===== src/design/mfb_pkg.sv =====
// Shared constants, codes and controller/datapath interface types for the framebuffer engine.
package mfb_pkg;

  localparam int MAX_COLUMNS = 128;
  localparam int MAX_PAGES   = 8;
  localparam int STORE_DEPTH = MAX_COLUMNS * MAX_PAGES;
  localparam int AW          = $clog2(STORE_DEPTH);
  localparam int PG_W        = $clog2(MAX_PAGES);
  localparam int CW          = 13;

  localparam logic [7:0] RESET_WIDTH  = 8'd128;
  localparam logic [6:0] RESET_HEIGHT = 7'd64;
  localparam logic [7:0] COL_LIMIT    = 8'(MAX_COLUMNS);
  localparam logic [6:0] ROW_LIMIT    = 7'(MAX_PAGES * 8);

  localparam logic [7:0] BYTE_ONES = 8'hFF;
  localparam logic [7:0] BYTE_ONE  = 8'h01;
  localparam logic [2:0] BIT_TOP   = 3'd7;

  localparam logic [2:0] FN_PIXEL = 3'd0;
  localparam logic [2:0] FN_HLINE = 3'd1;
  localparam logic [2:0] FN_VLINE = 3'd2;
  localparam logic [2:0] FN_READ  = 3'd3;
  localparam logic [2:0] FN_FETCH = 3'd4;
  localparam logic [2:0] FN_CLEAR = 3'd5;
  localparam logic [2:0] FN_CLOSE = 3'd6;

  localparam logic [1:0] CLR_OFF = 2'd0;
  localparam logic [1:0] CLR_ON  = 2'd1;
  localparam logic [1:0] CLR_INV = 2'd2;

  localparam logic [1:0] REG_ROTATION = 2'd0;
  localparam logic [1:0] REG_WIDTH    = 2'd1;
  localparam logic [1:0] REG_HEIGHT   = 2'd2;

  typedef logic signed [CW-1:0] coord_t;

  typedef struct packed {
    logic load_in;
    logic map;
    logic clip;
    logic setup;
    logic issue;
    logic sweep;
    logic load_out;
  } dp_cmd_t;

  typedef struct packed {
    logic active;
    logic is_clear;
    logic last;
  } dp_sts_t;

endpackage


===== src/design/mfb_ctrl.sv =====
// Command sequencer for the framebuffer engine.
module mfb_ctrl (
  input  logic             clk,
  input  logic             rst,
  input  logic             in_valid,
  output logic             in_ready,
  output logic             out_valid,
  input  logic             out_ready,
  input  mfb_pkg::dp_sts_t sts,
  output mfb_pkg::dp_cmd_t cmd
);
  import mfb_pkg::*;

  typedef enum logic [7:0] {
    S_IDLE  = 8'b0000_0001,
    S_MAP   = 8'b0000_0010,
    S_CLIP  = 8'b0000_0100,
    S_SETUP = 8'b0000_1000,
    S_RUN   = 8'b0001_0000,
    S_DRAIN = 8'b0010_0000,
    S_DONE  = 8'b0100_0000,
    S_SWEEP = 8'b1000_0000
  } state_t;

  state_t state, state_next;
  logic   reply, reply_next;
  logic   slot_free;

  assign slot_free = !out_valid || out_ready;
  assign in_ready  = (state == S_IDLE);

  always_comb begin
    state_next = state;
    reply_next = reply;
    cmd        = '0;
    case (state)
      S_IDLE: begin
        if (in_valid) begin
          cmd.load_in = 1'b1;
          state_next  = S_MAP;
        end
      end
      S_MAP: begin
        cmd.map    = 1'b1;
        state_next = S_CLIP;
      end
      S_CLIP: begin
        cmd.clip   = 1'b1;
        state_next = S_SETUP;
      end
      S_SETUP: begin
        cmd.setup = 1'b1;
        if (sts.is_clear) begin
          reply_next = 1'b1;
          state_next = S_SWEEP;
        end else if (sts.active) begin
          state_next = S_RUN;
        end else begin
          state_next = S_DONE;
        end
      end
      S_RUN: begin
        cmd.issue = 1'b1;
        if (sts.last) begin
          state_next = S_DRAIN;
        end
      end
      S_DRAIN: begin
        state_next = S_DONE;
      end
      S_DONE: begin
        if (slot_free) begin
          cmd.load_out = 1'b1;
          state_next   = S_IDLE;
        end
      end
      S_SWEEP: begin
        cmd.sweep = 1'b1;
        if (sts.last) begin
          reply_next = 1'b0;
          state_next = reply ? S_DONE : S_IDLE;
        end
      end
      default: begin
        state_next = S_IDLE;
      end
    endcase
  end

  always_ff @(posedge clk) begin
    if (rst) begin
      state     <= S_SWEEP;
      reply     <= 1'b0;
      out_valid <= 1'b0;
    end else begin
      state <= state_next;
      reply <= reply_next;
      if (cmd.load_out) begin
        out_valid <= 1'b1;
      end else if (out_ready) begin
        out_valid <= 1'b0;
      end
    end
  end

endmodule


===== config.mk =====
export PLATFORM = sky130hd
export DESIGN_NAME = mfb_ctrl
export DESIGN_NICKNAME = d
export VERILOG_FILES = /design/src/design/mfb_pkg.sv /design/src/design/mfb_ctrl.sv
export SDC_FILE = /design/constraint.sdc
export NUM_CORES = 1
export LEC_CHECK = 0
export CAP_MARGIN = 20
export CORE_AREA = 2 2 39 41
export CTS_BUF_LIST = sky130_fd_sc_hd__clkbuf_4
export DETAILED_ROUTE_END_ITERATION = 8
export DIE_AREA = 0 0 41 43
export DONT_BUFFER_PORTS = 1
export PLACE_DENSITY = 0.6
export SETUP_SLACK_MARGIN = 0.2
export SYNTH_ARGS = -nofsm -noshare
export SYNTH_HDL_FRONTEND = slang
export SYNTH_SLANG_ARGS = --single-unit

===== constraint.sdc =====
create_clock -name clk -period 2.9 [get_ports clk]
set_clock_uncertainty 0.2 [all_clocks]
set_input_delay 0.58 -clock clk [delete_from_list [all_inputs] [get_ports clk]]
set_output_delay 0.58 -clock clk [all_outputs]
set_load 0.02 [all_outputs]

==> run metrics <==
status completed; Levels on crit path 3; Max Freq between 0.3 and 0.4 GHz; post-route cell area roughly 650 um2; post-synthesis cell type count 36; FP Rows 14; DRC Markers 0; critical path endpoint category primary output; CTS tree done; asr flop ratio synth 0%; vias in the first global route between 500 and 600; Worst EP required 2120 ps; Total Nets Final 83; CTS root buffer clkbuf_4; first-pass iteration count of the detailed router 4; Fin Hold WS 166 ps; RePlAce Congestion about 0.80; starting density of the core 45.4%; Int Pwr around 210 uW; Max VDD drop approximately 0.00018 V; worst min-delay path category primary input to register; Critical Path AT approximately 1800 ps; clock tree buffer depth 2; number of synthesized flops with an enable pin 0; largest net degree at the start of global routing 10; I/O Buffers 0; share of Yosys cell area claimed by the top area cell type 31.9%; Synth Register Bits 10; final std cells w/o fill 90; crit-path max FO 8; Routed Antenna Nets 0; dpl cell area 629 um2; Syn-to-layout area delta 3.98%; Worst path top cell family by delay simple AND/OR/NAND/NOR gates; largest area contributor in the netlist dfxtp_1; Worst-Skew Late Latency 270 ps; clk sink count 10; Reg2Reg Depth 5; switching pwr between 80 and 90 uW; Slew @ Worst Pin just over 500 ps; Die Ht about 43 um; Die Width 41 um; final critical-path share of the clock period between 80% and 90%; initial antenna violation count 0; initial DRC count 5; pre-CTS setup slack around 550 ps; Fin. Hold Viols 0; switching share of total power ~28%; die footprint about 1800 um2; Vias/cell about 6.0; area of the core 1380 um2; CTS Buf Count 3; Avg Inst Size Synth around 8.5 um2; Post-Synthesis Cells 74; final WL 1340 um; hold depth 1; placed cells 87; Leak Pwr 0.266 nW; global-route wire length before repair approximately 2100 um; H-tree Lvls 1; num ports 16; Antenna Diode Count 0; crit-path max cell delay 540 ps; setup ws final about 300 ps; DP HPWL between 1000 and 1500 um; setup TNS 0 ps; Flop pwr share about 50%; Min Clock Period, post-route approximately 2600 ps; Synth area leaders dfxtp_1, and3_1, nor2_1, or4b_1, nor2b_1; Remaining Overflow, GRT 0; clk slew on worst S/H paths roughly 70 ps; startpoint types register; crit path kind register to primary output; Overall Global Routing Usage 19.1%; relative slew slack between 60% and 70%; Critical Path, Cell by Cell or4_4 > or4b_4 > clkinv_2; Buf/Inv on CP 1; Final setup viols 0; syn nets 81; register area share after synthesis 31.9%; layout cells sized above 1 between 10% and 20%; Slew Viols, Final 0; Main synth FF type dfxtp_1; vias roughly 540; Power Density 456 nW/um2; YS warnings 0; Cell Area, Synth roughly 630 um2; Clock Power Share about 33%; MaxCap Viol Count 0; RSZ-0062 raised after global routing false; Gate power share about 17%; highest-delay cell along the critical path or4_4; DR WL/cell about 15 um
-- per-stage QoR --
stage | power, mW | util [%]
after floorplan | 0.196 | -
after global placement | 0.203 | 45.5
after detailed placement | 0.203 | 45.5
after CTS | 0.301 | 47.1
after global routing | 0.319 | 47.2
final | 0.298 | 47.2
-- Yosys cell counts (all sizes together) (3+ instances only) --
cell type and count:
nand2 3, dfxtp 10, and3 6, nor2b 3, nor4 3, nor2 8
a21oi 3, or4b 3, inv 4
-- power groups by stage --
stage	Combinational, mW	Clock (mW)	Sequential, mW
after floorplan	0.0478	0	0.148
after global placement	0.0517	0	0.152
after detailed placement	0.0518	0	0.152
after CTS	0.0518	0.101	0.149
after global routing	0.0574	0.113	0.149
final	0.0512	0.0980	0.149
-- final timing paths --
path / slack (ps) / to / start
setup / recovery: 290 / cmd[1] / state[4]
setup reg to reg: 750 / state[0] / state[4]
hold reg to reg: 310 / reply / reply
hold / removal: 170 / reply / rst
-- layout by cell type (no fill, tap or decap), types with 2 or more instances in the layout --
| cell type | count |
|---|---|
| a21oi_1 | 3 |
| and2_1 | 2 |
| and3_1 | 6 |
| clkbuf_4 | 3 |
| dfxtp_1 | 9 |
| inv_1 | 4 |
| nand2_1 | 3 |
| nand4b_1 | 2 |
| nor2_1 | 8 |
| nor2b_1 | 3 |
| nor3b_1 | 2 |
| nor4_1 | 2 |
| nor4b_1 | 2 |
| or4b_1 | 2 |
| xnor2_1 | 2 |
-- repair_timing --
action,CTS,global route
endpoints found under the setup margin,0,1
gates resized for setup,0,1
setup buffers,0,0
hold buffers,0,0
-- final cells by class --
cell class	instances	area, um2
Sequential cell	10	201
Inverter	5	20.0
Timing Repair Buffer	1	7.51
Clock buffer	3	22.5
Fill cell	149	731
Multi-Input combinational cell	55	382
Tap cell	16	20.0
-- flip-flops by register name, summed over array words and instances, names as in the netlist --
name	count
reply	1
state	8
out_valid	1
-- per-layer routing --
metal	vias up	part of all wire (%)	track usage [%]
li1	271	-	-
met1	239	43	22.2
met2	22	47	26.3
met3	4	8.6	9.95
met4	0	1.7	12.0
met5	-	0	0
-- cells by family after synthesis --
| group | after synthesis | synth area share (%) |
|---|---|---|
| flip-flops | 10 | 31.9 |
| AO/OA/AOI/OAI | 11 | 13.1 |
| XOR/XNOR | 3 | 4.18 |
| AND/OR/NAND/NOR | 41 | 43.4 |
| buffers and inverters | 9 | 7.37 |
Power figures use the tool's default switching activity.
